[src/hw/rtl/pss_pkg.sv]
// Package: shared types, codes and field layout of the process scheduler select block.
`default_nettype none
package pss_pkg;

	// input item kinds (carried on tuser)
	localparam logic [1:0] MODE_WRITE  = 2'd0;
	localparam logic [1:0] MODE_ENQ    = 2'd1;
	localparam logic [1:0] MODE_DECIDE = 2'd2;

	// scheduling policies
	localparam logic [1:0] POL_FIFO = 2'd0;
	localparam logic [1:0] POL_RR   = 2'd1;
	localparam logic [1:0] POL_SJF  = 2'd2;
	localparam logic [1:0] POL_PSJF = 2'd3;

	// configuration register indexes
	localparam logic [1:0] CFG_POLICY  = 2'd0;
	localparam logic [1:0] CFG_PCOUNT  = 2'd1;
	localparam logic [1:0] CFG_QUANTUM = 2'd2;

	localparam logic [15:0] QUANTUM_RESET = 16'd500;

	// input tdata layout, lowest bit first
	localparam int IN_TDATA_W  = 144;
	localparam int OFS_SLOT    = 0;
	localparam int OFS_ARRIVE  = 5;
	localparam int OFS_WORK    = 37;
	localparam int OFS_HASARR  = 69;
	localparam int OFS_RUNVLD  = 70;
	localparam int OFS_RUNIDX  = 71;
	localparam int OFS_NOW     = 76;
	localparam int OFS_SSTART  = 108;
	localparam int OUT_TDATA_W = 8;

	// one process table row
	typedef struct packed {
		logic [31:0] ready_time;
		logic [31:0] remaining;
	} row_t;

	typedef enum logic [3:0] {
		ST_IDLE,
		ST_SCAN,
		ST_MOD_STEP,
		ST_MOD_END,
		ST_RR_POP,
		ST_RR_TAKE,
		ST_RR_SRCH,
		ST_RR_PUT,
		ST_DONE
	} state_t;

endpackage
`default_nettype wire

[src/hw/rtl/process_scheduler_select.sv]
// Top level: process table, RR ring queue and a sequencer around one shared 32-bit subtractor.
// Write/enqueue give no result; a kept process needs no scan; a table scan reads n rows, one
// per cycle; RR runs 32 remainder steps for a running process, at a slice end pops and searches
// the Q entries left, and with none running only pops. One item in flight; the next is taken in
// the cycle after its result is loaded (held while full). Reset: arst_n clears control state,
// queue pointers and arrived flags and loads config defaults; tables need no clearing pass.
`default_nettype none
module process_scheduler_select #(
	parameter int MAX_PROCS   = 32,
	parameter int QUEUE_DEPTH = 32
) (
	input  wire logic                              clk,
	input  wire logic                              arst_n,
	// input stream
	input  wire logic                              s_axis_tvalid,
	output logic                                   s_axis_tready,
	// slot, arrive_time, work_left, has_arrived, running_valid, running_index,
	// now_time, slice_start, zero pad
	input  wire logic [pss_pkg::IN_TDATA_W-1:0]   s_axis_tdata,
	// mode
	input  wire logic [1:0]                        s_axis_tuser,
	// result stream
	output logic                                   m_axis_tvalid,
	input  wire logic                              m_axis_tready,
	// next_index, zero pad
	output logic [pss_pkg::OUT_TDATA_W-1:0]       m_axis_tdata,
	// next_valid
	output logic                                   m_axis_tuser,
	// configuration writes
	input  wire logic                              cfg_valid,
	output logic                                   cfg_ready,
	input  wire logic [1:0]                        cfg_index,
	input  wire logic [15:0]                       cfg_data
);
	import pss_pkg::*;

	localparam int PW   = $clog2(MAX_PROCS);
	localparam int CW   = $clog2(MAX_PROCS + 1);
	localparam int QPW  = $clog2(QUEUE_DEPTH);
	localparam int QCW  = $clog2(QUEUE_DEPTH + 1);
	localparam int CNTW = (CW > QCW) ? CW : QCW;

	// input field views
	logic [4:0]  in_slot;
	logic [31:0] in_arrive, in_work, in_now, in_sstart;
	logic        in_hasarr, in_runvld;
	logic [4:0]  in_runidx;
	logic [1:0]  in_mode;
	logic        in_fire;

	assign in_slot   = s_axis_tdata[OFS_SLOT +: 5];
	assign in_arrive = s_axis_tdata[OFS_ARRIVE +: 32];
	assign in_work   = s_axis_tdata[OFS_WORK +: 32];
	assign in_hasarr = s_axis_tdata[OFS_HASARR];
	assign in_runvld = s_axis_tdata[OFS_RUNVLD];
	assign in_runidx = s_axis_tdata[OFS_RUNIDX +: 5];
	assign in_now    = s_axis_tdata[OFS_NOW +: 32];
	assign in_sstart = s_axis_tdata[OFS_SSTART +: 32];
	assign in_mode   = s_axis_tuser;
	assign in_fire   = s_axis_tvalid && s_axis_tready;

	// config registers; the port never stalls
	logic [1:0]  policy_q;
	logic [5:0]  pcount_q;
	logic [15:0] quantum_q;
	assign cfg_ready = 1'b1;

	// sequencer and datapath state
	state_t            state_q, state_d;
	logic [MAX_PROCS-1:0] arrived_q;
	logic [QPW-1:0]    head_q, tail_q, pos_q;
	logic [QCW-1:0]    qcount_q;
	logic [CNTW-1:0]   cnt_q;
	logic [CW-1:0]     n_q;
	logic              pend_s1;
	logic [PW-1:0]     idx_s1;
	logic              found_q;
	logic [31:0]       best_q;
	logic              sel_vld_q;
	logic [4:0]        sel_q;
	logic [4:0]        run_idx_q;
	logic              rr_req_q;
	logic [4:0]        k_q;
	logic              left_nz_q;
	logic              hit_q;
	logic [31:0]       div_q;
	logic [15:0]       rem_q;
	logic [4:0]        bit_q;
	logic              out_valid_q, out_nv_q;
	logic [4:0]        out_idx_q;

	// memories
	row_t       row_mem [MAX_PROCS];
	logic [4:0] q_mem   [QUEUE_DEPTH];
	row_t       row_rd_q;
	logic [4:0] q_rd_q;

	// control from the output decode
	logic          row_we, q_we;
	logic [PW-1:0] row_waddr, row_raddr;
	logic [QPW-1:0] q_waddr, q_raddr;
	logic [4:0]    q_wdata;
	logic [31:0]   op_a, op_b;
	logic [32:0]   unit_res;
	logic          unit_borrow;

	// shared subtract/compare unit
	assign unit_res    = {1'b0, op_a} - {1'b0, op_b};
	assign unit_borrow = unit_res[32];

	// derived terms
	logic        slot_ok, run_ok, q_full, q_empty;
	logic        scan_issue, srch_issue;
	logic        out_free;
	logic        elig;
	logic [31:0] scan_key;
	logic [16:0] rem_shift;
	logic        boundary_now;

	assign slot_ok    = int'(in_slot) < MAX_PROCS;
	assign run_ok     = int'(run_idx_q) < MAX_PROCS;
	assign q_full     = qcount_q == QCW'(QUEUE_DEPTH);
	assign q_empty    = qcount_q == '0;
	assign scan_issue = cnt_q < CNTW'(n_q);
	assign srch_issue = cnt_q < CNTW'(qcount_q);
	assign out_free   = !out_valid_q || m_axis_tready;
	assign elig       = arrived_q[idx_s1] && (row_rd_q.remaining != '0);
	assign scan_key   = (policy_q == POL_FIFO) ? row_rd_q.ready_time : row_rd_q.remaining;
	assign rem_shift  = {rem_q, div_q[31]};
	assign boundary_now = quantum_q == '0;

	function automatic logic [QPW-1:0] ring_next(input logic [QPW-1:0] p);
		ring_next = (p == QPW'(QUEUE_DEPTH - 1)) ? '0 : p + 1'b1;
	endfunction

	// next state
	always_comb begin
		state_d = state_q;
		case (state_q)
			ST_IDLE: begin
				if (in_fire && in_mode == MODE_DECIDE) begin
					if (in_runvld && (policy_q == POL_FIFO || policy_q == POL_SJF))
						state_d = ST_DONE;
					else if (policy_q != POL_RR)
						state_d = ST_SCAN;
					else if (!in_runvld)
						state_d = q_empty ? ST_DONE : ST_RR_POP;
					else if (boundary_now)
						state_d = q_empty ? ST_DONE : ST_RR_POP;
					else
						state_d = ST_MOD_STEP;
				end
			end
			ST_SCAN: begin
				if (!scan_issue && !pend_s1)
					state_d = ST_DONE;
			end
			ST_MOD_STEP: begin
				if (bit_q == '0)
					state_d = ST_MOD_END;
			end
			ST_MOD_END: begin
				state_d = (rem_q == '0 && !q_empty) ? ST_RR_POP : ST_DONE;
			end
			ST_RR_POP:  state_d = ST_RR_TAKE;
			ST_RR_TAKE: state_d = rr_req_q ? ST_RR_SRCH : ST_DONE;
			ST_RR_SRCH: begin
				if (!srch_issue && !pend_s1)
					state_d = ST_RR_PUT;
			end
			ST_RR_PUT:  state_d = ST_DONE;
			ST_DONE: begin
				if (out_free)
					state_d = ST_IDLE;
			end
			default:    state_d = ST_IDLE;
		endcase
	end

	// sequencer outputs: handshake, memory ports, shared unit operands
	always_comb begin
		s_axis_tready = 1'b0;
		row_we    = 1'b0;
		row_waddr = PW'(in_slot);
		row_raddr = cnt_q[PW-1:0];
		q_we      = 1'b0;
		q_waddr   = tail_q;
		q_wdata   = in_slot;
		q_raddr   = pos_q;
		op_a      = in_now;
		op_b      = in_sstart;
		case (state_q)
			ST_IDLE: begin
				s_axis_tready = 1'b1;
				row_we = in_fire && in_mode == MODE_WRITE && slot_ok;
				q_we   = in_fire && in_mode == MODE_ENQ && slot_ok && !q_full;
			end
			ST_SCAN: begin
				op_a = scan_key;
				op_b = best_q;
			end
			ST_MOD_STEP: begin
				op_a = 32'(rem_shift);
				op_b = 32'(quantum_q);
			end
			ST_RR_POP: begin
				q_raddr   = head_q;
				row_raddr = PW'(run_idx_q);
			end
			ST_RR_PUT: begin
				q_wdata = run_idx_q;
				q_we    = left_nz_q && !hit_q && run_idx_q != k_q && !q_full;
			end
			default: begin
			end
		endcase
	end

	// memories, registered reads
	always_ff @(posedge clk) begin
		if (row_we)
			row_mem[row_waddr] <= '{ready_time: in_arrive, remaining: in_work};
		row_rd_q <= row_mem[row_raddr];
		if (q_we)
			q_mem[q_waddr] <= q_wdata;
		q_rd_q <= q_mem[q_raddr];
	end

	// state, config, queue pointers, arrived flags, output register, read pipeline flag
	always_ff @(posedge clk or negedge arst_n) begin
		if (!arst_n) begin
			policy_q    <= POL_FIFO;
			pcount_q    <= '0;
			quantum_q   <= QUANTUM_RESET;
			arrived_q   <= '0;
			head_q      <= '0;
			tail_q      <= '0;
			qcount_q    <= '0;
			state_q     <= ST_IDLE;
			out_valid_q <= 1'b0;
			pend_s1     <= 1'b0;
		end else begin
			state_q <= state_d;
			if (cfg_valid && cfg_ready) begin
				case (cfg_index)
					CFG_POLICY:  policy_q  <= cfg_data[1:0];
					CFG_PCOUNT:  pcount_q  <= cfg_data[5:0];
					CFG_QUANTUM: quantum_q <= cfg_data;
					default: begin
					end
				endcase
			end
			if (row_we)
				arrived_q[row_waddr] <= in_hasarr;
			if (q_we) begin
				tail_q   <= ring_next(tail_q);
				qcount_q <= qcount_q + 1'b1;
			end
			if (state_q == ST_RR_POP) begin
				head_q   <= ring_next(head_q);
				qcount_q <= qcount_q - 1'b1;
			end
			// result register
			if (state_q == ST_DONE && out_free) begin
				out_valid_q <= 1'b1;
			end else if (m_axis_tready) begin
				out_valid_q <= 1'b0;
			end
			// read pipeline flag for scan and queue search
			case (state_q)
				ST_SCAN:    pend_s1 <= scan_issue;
				ST_RR_SRCH: pend_s1 <= srch_issue;
				default:    pend_s1 <= 1'b0;
			endcase
		end
	end

	// payload datapath
	always_ff @(posedge clk) begin
		case (state_q)
			ST_IDLE: begin
				run_idx_q <= in_runidx;
				cnt_q     <= '0;
				found_q   <= 1'b0;
				sel_vld_q <= in_runvld;
				sel_q     <= in_runidx;
				rr_req_q  <= in_runvld;
				div_q     <= unit_res[31:0];
				rem_q     <= '0;
				bit_q     <= 5'd31;
				n_q       <= (int'(pcount_q) > MAX_PROCS) ? CW'(MAX_PROCS) : CW'(pcount_q);
			end
			ST_SCAN: begin
				if (scan_issue)
					cnt_q <= cnt_q + 1'b1;
				idx_s1 <= cnt_q[PW-1:0];
				if (pend_s1 && elig && (!found_q || unit_borrow)) begin
					found_q <= 1'b1;
					best_q  <= scan_key;
					sel_q   <= 5'(idx_s1);
				end
				sel_vld_q <= found_q || (pend_s1 && elig);
			end
			ST_MOD_STEP: begin
				// one restoring remainder step per cycle
				rem_q <= unit_borrow ? rem_shift[15:0] : unit_res[15:0];
				div_q <= {div_q[30:0], 1'b0};
				bit_q <= bit_q - 1'b1;
			end
			ST_RR_TAKE: begin
				k_q       <= q_rd_q;
				sel_q     <= q_rd_q;
				sel_vld_q <= 1'b1;
				left_nz_q <= run_ok && (row_rd_q.remaining != '0);
				hit_q     <= 1'b0;
				cnt_q     <= '0;
				pos_q     <= head_q;
			end
			ST_RR_SRCH: begin
				if (srch_issue) begin
					cnt_q <= cnt_q + 1'b1;
					pos_q <= ring_next(pos_q);
				end
				if (pend_s1 && q_rd_q == run_idx_q)
					hit_q <= 1'b1;
			end
			ST_DONE: begin
				if (out_free) begin
					out_nv_q  <= sel_vld_q;
					out_idx_q <= sel_vld_q ? sel_q : '0;
				end
			end
			default: begin
			end
		endcase
	end

	assign m_axis_tvalid = out_valid_q;
	assign m_axis_tuser  = out_nv_q;
	assign m_axis_tdata  = {{(OUT_TDATA_W - 5){1'b0}}, out_idx_q};

endmodule
`default_nettype wire
[config.mk]
export PLATFORM = sky130hd
export DESIGN_NAME = process_scheduler_select
export DESIGN_NICKNAME = d
export VERILOG_FILES = /design/src/hw/rtl/pss_pkg.sv /design/src/hw/rtl/process_scheduler_select.sv
export SDC_FILE = /design/constraint.sdc
export NUM_CORES = 2
export LEC_CHECK = 0
export ABC_CLOCK_PERIOD_IN_PS = 4690
export BUFFER_PORTS_ARGS = -buffer_cell sky130_fd_sc_hd__buf_2
export CORE_MARGIN = 4
export CORE_UTILIZATION = 35
export DETAILED_ROUTE_END_ITERATION = 8
export SKIP_CTS_REPAIR_TIMING = 1
export SLEW_MARGIN = 20
export SYNTH_ARGS = -nofsm -noshare
export SYNTH_HDL_FRONTEND = slang
export SYNTH_SLANG_ARGS = --single-unit
[constraint.sdc]
create_clock -name clk -period 4.69 [get_ports clk]
set_input_delay 0.7035 -clock clk [delete_from_list [all_inputs] [get_ports clk]]
set_output_delay 0.7035 -clock clk [all_outputs]
set_load 0.01 [all_outputs]
==> results.cfg <==
[status]
status = completed

[grt]
grt_overflow = 0
track_usage_pct = 17.96
grt_max_degree = 79
antenna_found_initial = 52
grt_pass1_wl_um = 378000
grt_pass1_vias = 51180

[timing]
setup_viol = 0
tightestPinTransition_ns = 0.9732
fin_crit_ns = 4.464
skew_ns = 0.06115
hold_viol = 0
fmax_ghz = 0.2240
fin_setup_tns_ns = 0
timing.final.ws_setup_ns = 0.2258
maxSlewViolCount = 0
period_share_pct = 95.18
grt_setup_unrepaired = false
slew-limit-headroom_pct = 34.57
worst_hold_slack_ns = 0.06890

[setup_path]
path_class = reg -> reg
cp-end-kind = flop
arrival_ns = 4.97
cp.required_ns = 5.20
cp_max_fo = 16
slowest_delay_ns = 0.38
cp-start-kind = flop
path_cells = nand2b_1 > or3_1 > inv_2 > nor2_4 > buf_4 > a22oi_1 > nand2_1 > ha_1 > o211ai_1 > a21oi_2 > o2111a_2 > o211a_1 > o2111ai_1 > and3_1 > o31a_1 > and2_4
crit_slowest_cell = o31a_1

[place]
dpl_cell_area_um2 = 105400
gp_congestion = 0.8728
dp.final_hpwl_um = 150100
dp_slack_ns = 0.2030
dpl.cell_count = 8893
port_buffers = 172

[die]
dieArea_um2 = 289200
die_height_um = 537.8
rows = 194
die_w_um = 537.8
start_util_pct = 35.16
io-pin-count = 181
core-area_um2 = 279400

[hold_path]
hold_path.class = in -> reg

[yosys]
syn_avg_cell_area_um2 = 19.41
synth_cells = 5062
synthTopCellsByCount = 2341 x edfxtp_1, 562 x mux4_2, 543 x nand2_1, 164 x nand3_1, 126 x clkbuf_1
synth_top_area_share_pct = 71.56
ys_seq_elements = 2488
synthMostInstantiatedCell = edfxtp_1
seq_area_frac_synth_pct = 74.96
ys_warn_count = 0
synth_area_leaders = edfxtp_1 72%, mux4_2 13%, nand2_1 2.1%, dfrtp_1 1.8%, dfxtp_1 1.4%
synth_top_flop_cell = edfxtp_1
synth.distinct_cells = 71
syn_area_um2 = 98230
yosysTopAreaCell = edfxtp_1
async_flop_share_pct = 3.135
synth_edf_count = 2341

[final_layout]
design_area_um2 = 113900
utilization_pct = 40.78
seqCellArea_um2 = 73640
syn_to_final_growth_pct = 15.98
multiInputGateArea_um2 = 23520
fin_cells = 9391
drive_gt1_share_pct = 25.74
nNetsFinal = 5673
fillers = 24510

[pwr]
p_leak_nw = 37.02
finalPower_mw = 68.99
peakVddDrop_mv = 0.3875
power_density_nw_per_um2 = 605.5

[detailed_routing]
wirelength_um = 264200
ant_nets = 0
via_per_inst = 5.492
vias = 51580
drt_iter0_markers = 5959
post_drt_wl_per_cell_um = 28.13
route.detailed.drc = 0
dr.pass1.iters = 5

[clocking]
cts_max_level = 5
cts_tree = done
numCtsBuffers = 272
clock_sinks = 2488
cts_max_path_buffers = 4
clk_pin_slew_ns = 0.06
clockRootBuffer = clkbuf_16
clkLatencyLatePin_ns = 0.85

[flow_run]
cap_violations = 0
==> final timing paths <==
kind / end / startpoint / slack [ns] / depth (start not counted)
worst max-delay path: best_q[22] / state_q[1] / 0.23 / 16
worst min-delay path: run_idx_q[2] / s_axis_tdata[73] / 0.07 / 1
worst max register to register: best_q[22] / state_q[1] / 0.23 / 16
worst min register to register: arrived_q[0] / arrived_q[0] / 0.50 / 1
max in group asynchronous: q_waddr[1] / arst_n / 3.61 / 2
min in group asynchronous: quantum_q[12] / arst_n / 0.46 / 2
==> routing by layer <==
metal / vias to the layer above / routed length, µm / GRT usage (%)
met5: - / 66 / 0
met4: 10 / 6154 / 4.387
met3: 411 / 20710 / 3.227
met2: 2156 / 122500 / 27.92
met1: 27610 / 114700 / 26.31
li1: 21390 / - / -
==> cell type report <==
class                      count  area share [%]
sequential                  2488           64.63
inverter                      41          0.1373
tap                         3724           4.090
multi-input combinational   2271           20.64
clock buffer                 353           6.544
antenna                       18         0.03954
timing repair buffer         371           3.022
clock inverter               125          0.8895
==> registers in the layout (all words and copies together) (netlist names), 6 cells and up <==
signal and flops:
row_mem 2048, n_q 6, q_mem 160, qcount_q 6
cnt_q 6, rem_q 16, arrived_q 32, row_rd_q 64
best_q 32, div_q 32, pcount_q 6, quantum_q 16
==> where the power goes <==
| part | internal [mW] | switching, mW |
|---|---|---|
| registers | 25.7 | 1.02 |
| logic | 9.12 | 12.8 |
| clock network | 11.9 | 8.48 |
==> kinds of logic (layout without fill, tap and decap cells) <==
| group | Yosys count | after routing | share of synthesized area, % |
|---|---|---|---|
| buf+inv | 306 | 890 | 1.503 |
| mux | 741 | 741 | 14.83 |
| other cells | 2 | 22 | 0.007645 |
| simple gates | 1046 | 1047 | 4.809 |
| flops | 2488 | 2488 | 74.96 |
| xor+xnor | 48 | 48 | 0.4280 |
| compound gates | 372 | 372 | 2.696 |
| fa+ha+maj | 59 | 59 | 0.7668 |
==> critical path: cells and delay by family, from the launching register on <==
kind            cells  cell delay (ns)
compound gates      7             1.68
fa+ha+maj           1             0.35
buf+inv             2             0.31
flops               1             0.37
simple gates        6             1.42
==> placed cells by master, fill, tap and decap left out, types with 60 or more instances in the layout <==
master / n
nor2_1: 84
buf_4: 111
edfxtp_1: 2341
buf_12: 86
clkbuf_1: 60
buf_2: 171
dfrtp_1: 72
a32oi_1: 69
mux2_2: 92
mux2i_1: 81
dfxtp_1: 69
clkbuf_16: 284
nand3_1: 164
a21oi_1: 70
mux4_2: 562
and3_1: 78
nand2_1: 540
Note: power is estimated with default switching activity, not from simulation.
